$ cat src/rtl/psm_pkg.sv
// Package for the packed slot map: sizes, command/status codes, controller types.
// Used by every module of the block except psm_ram; depends on nothing.
`timescale 1ns / 1ps
`default_nettype none
package psm_pkg;

    localparam int CAPACITY  = 1024;
    localparam int ID_W      = $clog2(CAPACITY);
    localparam int SLOT_W    = $clog2(CAPACITY + 1);
    localparam int HANDLE_W  = 10;
    localparam int FIELD_W   = 11;

    localparam logic [SLOT_W-1:0] NONE_SLOT = SLOT_W'(CAPACITY);

    localparam int S_FIELDS_W = HANDLE_W + 1;
    localparam int S_DATA_W   = ((S_FIELDS_W + 7) / 8) * 8;
    localparam int M_FIELDS_W = 3 * FIELD_W + 1;
    localparam int M_DATA_W   = ((M_FIELDS_W + 7) / 8) * 8;

    typedef enum logic [1:0] {
        CMD_CREATE  = 2'd0,
        CMD_DESTROY = 2'd1,
        CMD_SET     = 2'd2,
        CMD_QUERY   = 2'd3
    } cmd_t;

    typedef enum logic [1:0] {
        ST_OK    = 2'd0,
        ST_FULL  = 2'd1,
        ST_EMPTY = 2'd2,
        ST_RANGE = 2'd3
    } status_t;

    typedef enum logic [1:0] {
        S_IDLE,
        S_RD1,
        S_RD2,
        S_FIN
    } state_t;

    typedef struct packed {
        logic load;
        logic rd1;
        logic rd2;
        logic commit;
    } ctrl_cmd_t;

    typedef struct packed {
        logic two_step;
        logic out_free;
    } ctrl_stat_t;

endpackage
`default_nettype wire

$ cat src/rtl/psm_ctrl.sv
// Controller FSM: sequences load, table reads and commit for one word at a time.
// Depends on psm_pkg.
`timescale 1ns / 1ps
`default_nettype none
module psm_ctrl (
    input  wire logic                clk,
    input  wire logic                rst_n,
    input  wire logic                s_tvalid,
    output logic                     s_tready,
    input  wire psm_pkg::ctrl_stat_t stat,
    output psm_pkg::ctrl_cmd_t       cmd
);

    psm_pkg::state_t state_reg;
    psm_pkg::state_t state_next;

    always_ff @(posedge clk or negedge rst_n)
    begin
        if (!rst_n)
        begin
            state_reg <= psm_pkg::S_IDLE;
        end
        else
        begin
            state_reg <= state_next;
        end
    end

    always_comb
    begin
        state_next = state_reg;
        cmd        = '0;
        s_tready   = 1'b0;
        case (state_reg)
            psm_pkg::S_IDLE:
            begin
                s_tready = 1'b1;
                cmd.load = s_tvalid;
                if (s_tvalid)
                begin
                    state_next = psm_pkg::S_RD1;
                end
            end
            psm_pkg::S_RD1:
            begin
                cmd.rd1    = 1'b1;
                state_next = stat.two_step ? psm_pkg::S_RD2 : psm_pkg::S_FIN;
            end
            psm_pkg::S_RD2:
            begin
                cmd.rd2    = 1'b1;
                state_next = psm_pkg::S_FIN;
            end
            psm_pkg::S_FIN:
            begin
                cmd.commit = stat.out_free;
                if (stat.out_free)
                begin
                    state_next = psm_pkg::S_IDLE;
                end
            end
            default:
            begin
                state_next = psm_pkg::S_IDLE;
            end
        endcase
    end

endmodule
`default_nettype wire

$ cat config.mk
export PLATFORM = sky130hd
export DESIGN_NAME = psm_ctrl
export DESIGN_NICKNAME = d
export VERILOG_FILES = /design/src/rtl/psm_pkg.sv /design/src/rtl/psm_ctrl.sv
export SDC_FILE = /design/constraint.sdc
export NUM_CORES = 1
export LEC_CHECK = 0
export ABC_AREA = 1
export BUFFER_PORTS_ARGS = -buffer_cell sky130_fd_sc_hd__buf_4
export CAP_MARGIN = 25
export CORE_AREA = 2 2 39 41
export DETAILED_ROUTE_END_ITERATION = 16
export DIE_AREA = 0 0 41 43
export PLACE_DENSITY = 0.42
export REMOVE_ABC_BUFFERS = 1
export SLEW_MARGIN = 20
export SYNTH_ARGS = -nofsm -noshare
export SYNTH_HDL_FRONTEND = slang
export SYNTH_SLANG_ARGS = --single-unit
$ cat constraint.sdc
create_clock -name clk -period 1.96 [get_ports clk]
set_clock_uncertainty 0.1 [all_clocks]
set_input_delay 0.196 -clock clk [delete_from_list [all_inputs] [get_ports clk]]
set_output_delay 0.196 -clock clk [all_outputs]
set_load 0.03 [all_outputs]
# Yosys cells after proc, flatten, opt, wreduce, memory -nomap -nowiden
# Cells that the tools add are included.
[word_totals]
regBits = 2
latchBits = 0
ramBits = 0
mem_bits_ro = 0
in_bits = 5
out_inout_bits = 5
wordCells = 17
memories = 0
[op_classes]
n_addsub = 0
n_mul = 0
div = 0
n_lt_le_gt_ge = 0
eq_ne = 5
n_shift = 0
muxes = 9
n_bitwise = 0
n_reduce_logical = 2
[ops]
columns = ["operator", "n"]
rows = [
  ["one-hot mux 2 bit (4 select lines)", 1],
  ["2-to-1 mux 1 bit", 6],
  ["equality test 2 bit, second input constant", 2],
  ["2-to-1 mux 2 bit", 2],
  ["!= test 2 bit, second input constant", 2],
  ["equality test 2 x 1 -> 1 bit, second input constant", 1],
  ["zero test 2 bit", 1],
  ["AND reduction 2 bit", 1],
]

# Longest topological paths before layout
# Gate-level depths: netlist (run 1).
[logic_depth]
word_depth = 3
mapped_depth = 6
mapped_depth_nobuf = 6

# Worst setup path before layout (run 1)
# Ideal clock, no wire load.
[synth_path]
kind = "register to output"
startpoint = "register state_reg[0]"
endpoint = "output port cmd[3] in the netlist's numbering"
t_arrival_ns = 1.165
required_ns = 1.664
slack_ns = 0.499
stages_incl_launch_ff = 5
path_buffers = 0
cell_sequence = "dfrtp_1 > inv_1 > ha_1 > nand2_1 > inv_1"
[synth_lines]
columns = ["item", "line_no", "rtl"]
rows = [
  ["start: declaration", "psm_ctrl.sv:14", "psm_pkg::state_t state_reg;"],
  ["start signal: assignment", "psm_ctrl.sv:21", "state_reg <= psm_pkg::S_IDLE;"],
  ["start signal: assignment", "psm_ctrl.sv:25", "state_reg <= state_next;"],
  ["end: declaration", "psm_ctrl.sv:11", "output psm_pkg::ctrl_cmd_t cmd"],
]

==> flow_summary_export.csv, run 1 <==
group,metric,value,unit
die,die_area,0.00176,mm^2
sta,final.period_utilization,76.9,%
critical_path,worst_setup_path_end_kind,"output pin",
synth,syn_avg_cell_area,6.90,um^2
synth,mappedNetlistArea,200,um^2
placement,gp_congestion,0.619,
min_path,holdCritPathClass,"in -> async",
clock_network,tritoncts_num_sinks,2,
cells_and_area,finish.net_count,53,
cells_and_area,largest_register_ff_count,2,
sta,fin_crit,1510,ps
pwr,powerDensity,1650,mW/mm^2
drt,post_drt_via_cell_ratio,3.38,
sta,fin_ws,453,ps
clock_network,cts_resized,0,
drt,wl_per_cell,6.67,um
cells_and_area,layout.cells.most_common_list,"nand2_1 (10), buf_4 (9), inv_1 (8), ha_1 (4), clkbuf_4 (3)",
clock_network,cts_tree,"yes",
clock_network,clkLatencyLatePin,220,ps
critical_path,path_delay_family,"flip-flops",
run,drv.max_cap_violation_count,0,
clock_network,tritoncts.num_buffers,3,
critical_path,timing.critical_path.slowest_stage_cell,"dfrtp_1",
sta,tns,0,ps
global_route,grt.overflow.total,0,
critical_path,worstPathRequired,1660,ps
pwr,fin_total_pwr,530,uW
critical_path,critPathLaunchType,"register",
global_route,grt_first_pass_wirelength,669,um
synth,synth_warnings,0,
synth,post_synthesis_cell_type_count,7,
run_status,status,"finished clean",
die,die_extent_in_x,41,um
sta,worst-slew-pin-transition,154,ps
critical_path,critPathKind,"reg -> out",
drt,routed_wirelength,387,um
clock_network,post_cts_setup_buffer_count,0,
global_route,maximum_number_of_pins_on_one_net_before_global_route_repair,6,
critical_path,cp_slowest_stage_delay,400,ps
critical_path,crit_path_cell_trace,"inv_1 -> ha_1 -> nand2_1 -> inv_1 -> buf_4",
synth,post_synth_main_area_contributors,"dfrtp_1 (25%), ha_1 (25%), nand2_1 (19%)",
cells_and_area,layout.cells.most_common,"nand2_1",
global_route,via_count_of_the_first_global_routing_pass,206,
synth,yosysTopAreaCellShare,25.0,%
sta,final-max-slew-violation-count,0,
sta,final-hold-violation-count,0,
global_route,antenna_found_initial,0,
die,initial_core_utilization,14.5,%
clock_network,level_count_of_the_clock_h_tree,1,
die,io_pins,10,
die,core,0.00138,mm^2
sta,rsz0062_at_grt,"false",
drt,route.vias.total,196,
placement,numPortBuffers,9,
cells_and_area,ff_latch_area,50.0,um^2
clock_network,clock_tree.buffer_depth,2,
critical_path,worstPathArrival,1210,ps
sta,worst_slew_margin_rel,89.7,%
die,fp.dieH,43,um
sta,f_max,664,MHz
global_route,groute.usage.overall,6.02,%
clock_network,cts.clk_slew.worst_paths,30,ps
synth,synth_top_cell_by_area,"dfrtp_1",
clock_network,clock-root-buffer,"clkbuf_4",
cells_and_area,drive_above_1_share,35.7,%
drt,drt_iter0_drc,3,
synth,synth-seq-cells,2,
pwr,total_leakage_power,0.211,nW
synth,syn_inst,29,
cells_and_area,fill_cells,169,
placement,detailedPlace.worstSlack,673,ps
placement,detailed_place_hpwl,327,um
drt,drtPass1Iterations,3,
critical_path,crit_top_cell,"inv_1",
cells_and_area,multiInputGateArea,120,um^2
drt,post-route-drc-count,0,
sta,setup_viol_count_final,0,
cells_and_area,antenna_diode_count,0,
critical_path,bufs_and_invs_on_worst_path,3,
synth,synth-seq-area-share,25.0,%
cells_and_area,area_growth,60.0,%
critical_path,timing.critical_path.fanout_max,4,
die,row_count,14,
clock_network,number_of_hold_repair_buffers_added_at_the_cts_stage,1,
drt,final_antenna_net_count,0,
pwr,largest_vdd_supply_drop,0.304,mV
==> power breakdown <==
group,switching (mW),internal (mW),total (mW),leakage [nW]
clock network,0.0221,0.0674,0.0896,0.0138
registers,0.0247,0.0653,0.0900,0.0238
logic,0.213,0.137,0.350,0.174
total,0.260,0.269,0.530,0.211
==> layout make-up <==
type                       count  area share (%)
clock buffer                   3            7.03
multi-input combinational     19            37.5
timing repair buffer          10            24.2
inverter                       8            9.38
tap                           16            6.25
sequential                     2            15.6
==> Yosys cell counts, drive strengths merged <==
cell type / number
nand3: 3
nand2: 12
inv: 8
dfrtp: 2
ha: 4
==> final timing paths <==
check,from,endpoint,slack (ps),cells after the start
worst min register to register,state_reg[0]$_DFFE_PN0P_,state_reg[0]$_DFFE_PN0P_,440,2
max in group asynchronous,rst_n,state_reg[0]$_DFFE_PN0P_,1480,2
worst max register to register,state_reg[0]$_DFFE_PN0P_,state_reg[0]$_DFFE_PN0P_,730,6
min in group clk,stat[1],state_reg[0]$_DFFE_PN0P_,240,6
worst max-delay path,state_reg[0]$_DFFE_PN0P_,cmd[3],450,5
worst min-delay path,rst_n,state_reg[1]$_DFFE_PN0P_,190,2
==> kinds of logic after synthesis <==
kind of cell / synth area share (%)
adder cells (fa/ha/maj): 25.0
flip-flops: 25.0
AND/OR/NAND/NOR: 35.0
buffers and inverters: 15.0
==> metrics by stage <==
stage | hold WS (ps) | utilization (%) | cells | instance area [um^2]
detailed placement | -119 | 20.8 | 54 | 288
floorplan | -200 | - | 29 | 200
CTS | 181 | 23.1 | 58 | 320
finish | 192 | 23.1 | 58 | 320
global route | 207 | 23.1 | 58 | 320
global placement | -119 | 20.8 | 54 | 288
==> worst register-to-register path: cells and delay by family (launching register included) <==
family	cells	cell delay, ps
flip-flops	1	380
AND/OR/NAND/NOR	4	300
adder cells (fa/ha/maj)	1	250
buffers and inverters	1	90
==> layer usage <==
layer | global-route usage, % | wire length (um) | vias up
met5 | 0 | 0 | -
met4 | 8.00 | 0 | 0
met3 | 1.57 | 25 | 0
met2 | 8.44 | 211 | 5
met1 | 5.79 | 150 | 82
li1 | - | - | 109
Note: power is estimated with default switching activity, not from simulation.
==> inputs of run 2 (changes only) <==
--- a/config.mk
+++ b/config.mk
@@ -5,7 +5,7 @@
 export SDC_FILE = /design/constraint.sdc
 export NUM_CORES = 1
 export LEC_CHECK = 0
-export ABC_AREA = 1
+export ABC_AREA = 0
 export BUFFER_PORTS_ARGS = -buffer_cell sky130_fd_sc_hd__buf_4
 export CAP_MARGIN = 25
 export CORE_AREA = 2 2 39 41
==> constraint.sdc (replaced) <==
create_clock -name clk -period 1.37 [get_ports clk]
set_clock_uncertainty 0.1 [all_clocks]
set_input_delay 0.137 -clock clk [delete_from_list [all_inputs] [get_ports clk]]
set_output_delay 0.137 -clock clk [all_outputs]
set_load 0.03 [all_outputs]
==> run 2 against run 1 <==
The flow now finishes with violations (setup timing). Total power up 100%. Routed wire length up 28%. Via count up 1.5%. Critical path type is now reg -> reg. Largest power group unchanged.
==> flow_summary_export.csv, run 2 <==
group,metric,value,unit
drt,drtPass1Iterations,1,
clock_network,clkLatencyLatePin,220,ps
synth,yosys-top-cells-count,"ha_1 (4), and2_1 (2), dfrtp_1 (2), inv_1 (2), o31ai_1 (2)",
drt,post-route-drc-count,0,
critical_path,worst_setup_path_end_kind,"register",
sta,f_max,699,MHz
sta,tns,-168,ps
global_route,maximum_number_of_pins_on_one_net_before_global_route_repair,5,
run_status,status,"finished with violations",
sta,finalHoldWorstSlack,131,ps
clock_network,level_count_of_the_clock_h_tree,1,
synth,synth_warnings,0,
run,drv.max_cap_violation_count,0,
placement,placedInstanceArea,295,um^2
sta,final-hold-violation-count,0,
cells_and_area,layout.cells.most_common_list,"buf_6 (7), buf_4 (6), ha_4 (4), inv_2 (3), clkbuf_4 (3)",
sta,worst-slew-pin-transition,227,ps
die,row_count,14,
sta,worst_slew_margin_rel,84.7,%
synth,post_synthesis_cell_type_count,11,
drt,route.vias.total,199,
clock_network,tritoncts_num_sinks,2,
sta,fin_crit,1430,ps
pwr,fin_total_pwr,1.08,mW
pwr,total_leakage_power,0.196,nW
drt,post_drt_via_cell_ratio,3.90,
pwr,powerDensity,2530,mW/mm^2
global_route,grt.overflow.total,0,
sta,setup_viol_count_final,4,
sta,fin_ws,-59.9,ps
die,initial_core_utilization,13.4,%
clock_network,tritoncts.num_buffers,3,
cells_and_area,layout.cells.most_common,"buf_6",
cells_and_area,finish.net_count,46,
die,core,0.00138,mm^2
critical_path,critPathLaunchType,"register",
global_route,groute.usage.overall,5.81,%
placement,gp_congestion,0.581,
critical_path,regToRegEndpoint,"state_reg[1]$_DFFE_PN0P_",
synth,synth_ff_type,"dfrtp_1",
placement,detailed_place_hpwl,334,um
clock_network,clock-root-buffer,"clkbuf_4",
critical_path,startpoint,"state_reg[0]$_DFFE_PN0P_",
synth,syn_inst,18,
critical_path,r2r-start,"state_reg[0]$_DFFE_PN0P_",
die,die_area,0.00176,mm^2
critical_path,worstPathArrival,1430,ps
synth,synth_enable_flop_cells,0,
cells_and_area,antenna_diode_count,0,
sta,rsz0062_at_grt,"true",
die,fp.dieH,43,um
drt,wl_per_cell,9.69,um
cells_and_area,area_growth,130,%
placement,detailedPlace.worstSlack,-95.3,ps
die,die_extent_in_x,41,um
placement,numPortBuffers,9,
synth,syn_avg_cell_area,10.3,um^2
cells_and_area,largest_register_ff_count,2,
critical_path,cp-endpoint,"state_reg[1]$_DFFE_PN0P_",
clock_network,clock_tree.buffer_depth,2,
synth,top_count_cell_post_synth,"ha_1",
synth,share_of_flip_flops_with_an_asynchronous_set_or_reset,100,%
drt,final_antenna_net_count,0,
sta,final-max-slew-violation-count,0,
critical_path,r2r.worst_path.cells,4,
sta,final.period_utilization,104,%
drt,drt_iter0_drc,0,
synth,post_synth_main_area_contributors,"dfrtp_1 (27%), ha_1 (27%), mux2_4 (8.1%)",
synth,synth_top_cell_by_area,"dfrtp_1",
global_route,via_count_of_the_first_global_routing_pass,172,
synth,yosysTopAreaCellShare,27.0,%
run_status,violations,"setup timing",
clock_network,cts.clk_slew.worst_paths,30,ps
min_path,holdCritPathClass,"in -> async",
cells_and_area,finish.instance_area,427,um^2
cells_and_area,drive_above_1_share,85.7,%
critical_path,timing.critical_path.fanout_max,4,
global_route,grt_first_pass_wirelength,634,um
critical_path,worstPathRequired,1370,ps
synth,synth-seq-cells,2,
clock_network,cts_tree,"yes",
synth,synth-seq-area-share,27.0,%
critical_path,r2r_setup_slack,-60,ps
die,io_pins,10,
global_route,antenna_found_initial,0,
drt,routed_wirelength,494,um
pwr,largest_vdd_supply_drop,0.501,mV
synth,mappedNetlistArea,185,um^2
critical_path,critPathKind,"reg -> reg",
## run 2: cell count changes after synthesis, moves of 2 or more
cell     previous run  this run
nand2_1            10         0
inv_1               8         2
and2_1              0         2
nand3_1             2         0
o31ai_1             0         2
nand2_2             2         0
## run 2: cells by family (layout without fill, tap and decap cells)
kind of cell               Yosys count  after routing  share of synthesized area, %
AOI/OAI and AO/OA                    3              3                          12.2
buffers and inverters                3             20                          6.08
muxes                                1              1                          8.11
DFF                                  2              2                          27.0
and+or+nand+nor                      5              5                          19.6
adders and majority gates            4              4                          27.0
## run 2: per-stage QoR
stage / instances / utilization (%)
after floorplan: 18 / -
after global placement: 46 / 21.3
after detailed placement: 46 / 21.3
after CTS: 51 / 25.8
after global routing: 51 / 30.8
final: 51 / 30.8
## run 2: worst min path at each step
stage               cells past startpoint                  endpoint  startpoint
floorplan                               0  state_reg[0]$_DFFE_PN0P_       rst_n
global placement                        1  state_reg[1]$_DFFE_PN0P_       rst_n
detailed placement                      1  state_reg[0]$_DFFE_PN0P_       rst_n
CTS                                     2  state_reg[1]$_DFFE_PN0P_       rst_n
global route                            2  state_reg[1]$_DFFE_PN0P_       rst_n
finish                                  2  state_reg[1]$_DFFE_PN0P_       rst_n
## run 2: cell type report
class                           count  area [um^2]
Clock buffer                        3         22.5
Inverter                            3         11.3
Timing Repair Buffer               14          134
Fill cell                         147          957
Multi-Input combinational cell     13          186
Sequential cell                     2         52.6
Tap cell                           16         20.0
## run 2: what timing repair did
action / 4_1_cts / 5_1_grt
pin swaps: 1 / 3
hold buffers: 1 / 0
resized for setup: 6 / 17
setup endpoints to repair: 6 / 7
hold endpoints to repair: 2 / 0
buffers inserted: 1 / 0
## run 2: where the power goes
group	total (mW)	internal, mW	switching [mW]
Clock	0.130	0.0966	0.0332
Sequential	0.158	0.0995	0.0585
Combinational	0.793	0.436	0.357
Total	1.08	0.632	0.448
## run 2: critical path, cell delays in order, from the launching register on
cell and delay (ps):
dfrtp_2 440, ha_4 170, nor2b_4 120, a21o_1 180, mux2_4 300
## run 2: layer usage
layer	vias up	part of all wire, %	routed length [um]	GRT usage [%]
li1	94	-	-	-
met1	94	35	171	5.11
met2	9	56	275	9.38
met3	2	6.1	30	1.57
met4	0	3.4	17	6.00
met5	-	0	0	0
==> inputs of run 3 (changes only) <==
==> constraint.sdc (replaced) <==
create_clock -name clk -period 1.2 [get_ports clk]
set_clock_uncertainty 0.1 [all_clocks]
set_input_delay 0.12 -clock clk [delete_from_list [all_inputs] [get_ports clk]]
set_output_delay 0.12 -clock clk [all_outputs]
set_load 0.03 [all_outputs]
==> run 3 against run 2 <==
The run still ends with setup timing left. Final cell count rose by 9.8%. First-iteration DRC count did not move. Worst hold slack got worse by 1.9 ps. Worst setup slack got worse by 260 ps. Largest cell class is now buffers. Largest power group unchanged. Highest routed layer is now met3.
==> flow_summary_export.csv, run 3 (synthesized netlist as in run 2, its figures left out) <==
group,metric,value,unit
run_status,status,"finished with violations",
run_status,violations,"setup timing",
die,io_pins,10,
cells_and_area,fill_cells,143,
clock_network,cts.clk_slew.worst_paths,30,ps
clock_network,tritoncts.num_buffers,3,
die,row_count,14,
sta,final.period_utilization,127,%
global_route,grt_first_pass_wirelength,869,um
cells_and_area,drive_above_1_share,72.5,%
global_route,via_count_of_the_first_global_routing_pass,231,
sta,f_max,657,MHz
sta,fin_ws,-323,ps
clock_network,tritoncts_num_sinks,2,
sta,setup_viol_count_final,7,
pwr,largest_vdd_supply_drop,0.706,mV
drt,route.vias.total,211,
critical_path,worst_setup_path_end_kind,"register",
clock_network,cts_tree,"yes",
drt,met3RoutedLength,28,um
sta,final-max-slew-violation-count,0,
clock_network,clkLatencyLatePin,220,ps
clock_network,level_count_of_the_clock_h_tree,1,
min_path,holdCritPathClass,"in -> async",
sta,worst-slew-pin-transition,251,ps
cells_and_area,antenna_diode_count,0,
global_route,maximum_number_of_pins_on_one_net_before_global_route_repair,6,
placement,gp_congestion,0.596,
placement,place.detailed.instances,48,
drt,post_drt_via_cell_ratio,3.77,
drt,final_antenna_net_count,0,
critical_path,timing.critical_path.fanout_max,3,
clock_network,clock-root-buffer,"clkbuf_4",
critical_path,r2r_setup_slack,-320,ps
drt,wl_per_cell,9.88,um
global_route,grt.overflow.total,0,
placement,placedInstanceArea,310,um^2
clock_network,clock_tree.buffer_depth,2,
drt,route.top_layer_used,"met3",
sta,final-hold-violation-count,0,
pwr,powerDensity,2990,mW/mm^2
global_route,groute.usage.overall,8.24,%
placement,numPortBuffers,9,
drt,drt-met1-wl,169,um
die,die_extent_in_x,41,um
die,initial_core_utilization,13.4,%
die,core,0.00138,mm^2
pwr,fin_total_pwr,1.29,mW
pwr,total_leakage_power,0.219,nW
drt,post-route-drc-count,0,
cells_and_area,layout.cells.non_filler,56,
global_route,antenna_found_initial,0,
cells_and_area,finish.net_count,51,
critical_path,worstPathArrival,1520,ps
drt,routed_wirelength,553,um
sta,fin_crit,1520,ps
critical_path,critPathLaunchType,"register",
drt,met2_wirelength,355,um
cells_and_area,layout.cells.most_common,"buf_4",
cells_and_area,finish.instance_area,432,um^2
drt,drt_iter0_drc,0,
critical_path,worstPathRequired,1200,ps
critical_path,critPathKind,"reg -> reg",
drt,drtPass1Iterations,1,
sta,rsz0062_at_grt,"true",
sta,worst_slew_margin_rel,83.1,%
cells_and_area,area_growth,133,%
cells_and_area,largest_register_ff_count,2,
die,fp.dieH,43,um
die,die_area,0.00176,mm^2
run,drv.max_cap_violation_count,0,
cells_and_area,layout.cells.most_common_list,"buf_4 (11), buf_6 (7), clkbuf_4 (3)",
## run 3: per-stage QoR
step                setup TNS, ps  hold WS, ps  worst slack (ps)  utilization (%)
floorplan                    -819         -276              -371                -
detailed placement           -738         -196              -260             22.4
global route                -1910          140              -350             31.2
CTS                         -1620          122              -301             30.3
finish                      -1600          129              -323             31.2
global placement             -615         -197              -241             22.4
## run 3: final timing paths
| check | cells after the start | start | to |
|---|---|---|---|
| max | 5 | state_reg[0]$_DFFE_PN0P_ | state_reg[1]$_DFFE_PN0P_ |
| min | 2 | rst_n | state_reg[0]$_DFFE_PN0P_ |
| max reg2reg | 5 | state_reg[0]$_DFFE_PN0P_ | state_reg[1]$_DFFE_PN0P_ |
| min reg2reg | 2 | state_reg[0]$_DFFE_PN0P_ | state_reg[0]$_DFFE_PN0P_ |
| max in group asynchronous | 2 | rst_n | state_reg[1]$_DFFE_PN0P_ |
| min in group clk | 4 | stat[1] | state_reg[0]$_DFFE_PN0P_ |
## run 3: repair_timing
item	in CTS	in global routing
endpoints found under the setup margin	7	7
hold buffers	1	0
setup buffers	3	1
hold endpoints to repair	2	0
gates resized for setup	13	1
pin swaps	1	0
## run 3: area by class of cell
type	instances	area (um^2)	share of cell area [%]
clock buffers	3	22.5	5.22
inverters	3	11.3	2.61
multi-input cells	13	156	36.2
flip-flops and latches	2	50.0	11.6
well taps	16	20.0	4.64
repair buffers	19	171	39.7
## run 3: layer usage
layer / global-route usage, % / up-vias
li1: - / 102
met1: 5.16 / 102
met2: 15.0 / 7
met3: 3.14 / 0
met4: 8.00 / 0
met5: 0 / -
## run 3: critical path: stages (launching register included)
cell and delay, ps:
dfrtp_1 400, buf_6 140, ha_4 150, nor2b_4 120, a21o_1 180, mux2_4 300
## run 3: where the power goes
group / switching, mW / total, mW / leakage (nW) / internal (mW)
sequential: 0.0334 / 0.140 / 0.0237 / 0.107
combinational: 0.439 / 1.01 / 0.181 / 0.569
clock: 0.0340 / 0.144 / 0.0138 / 0.110
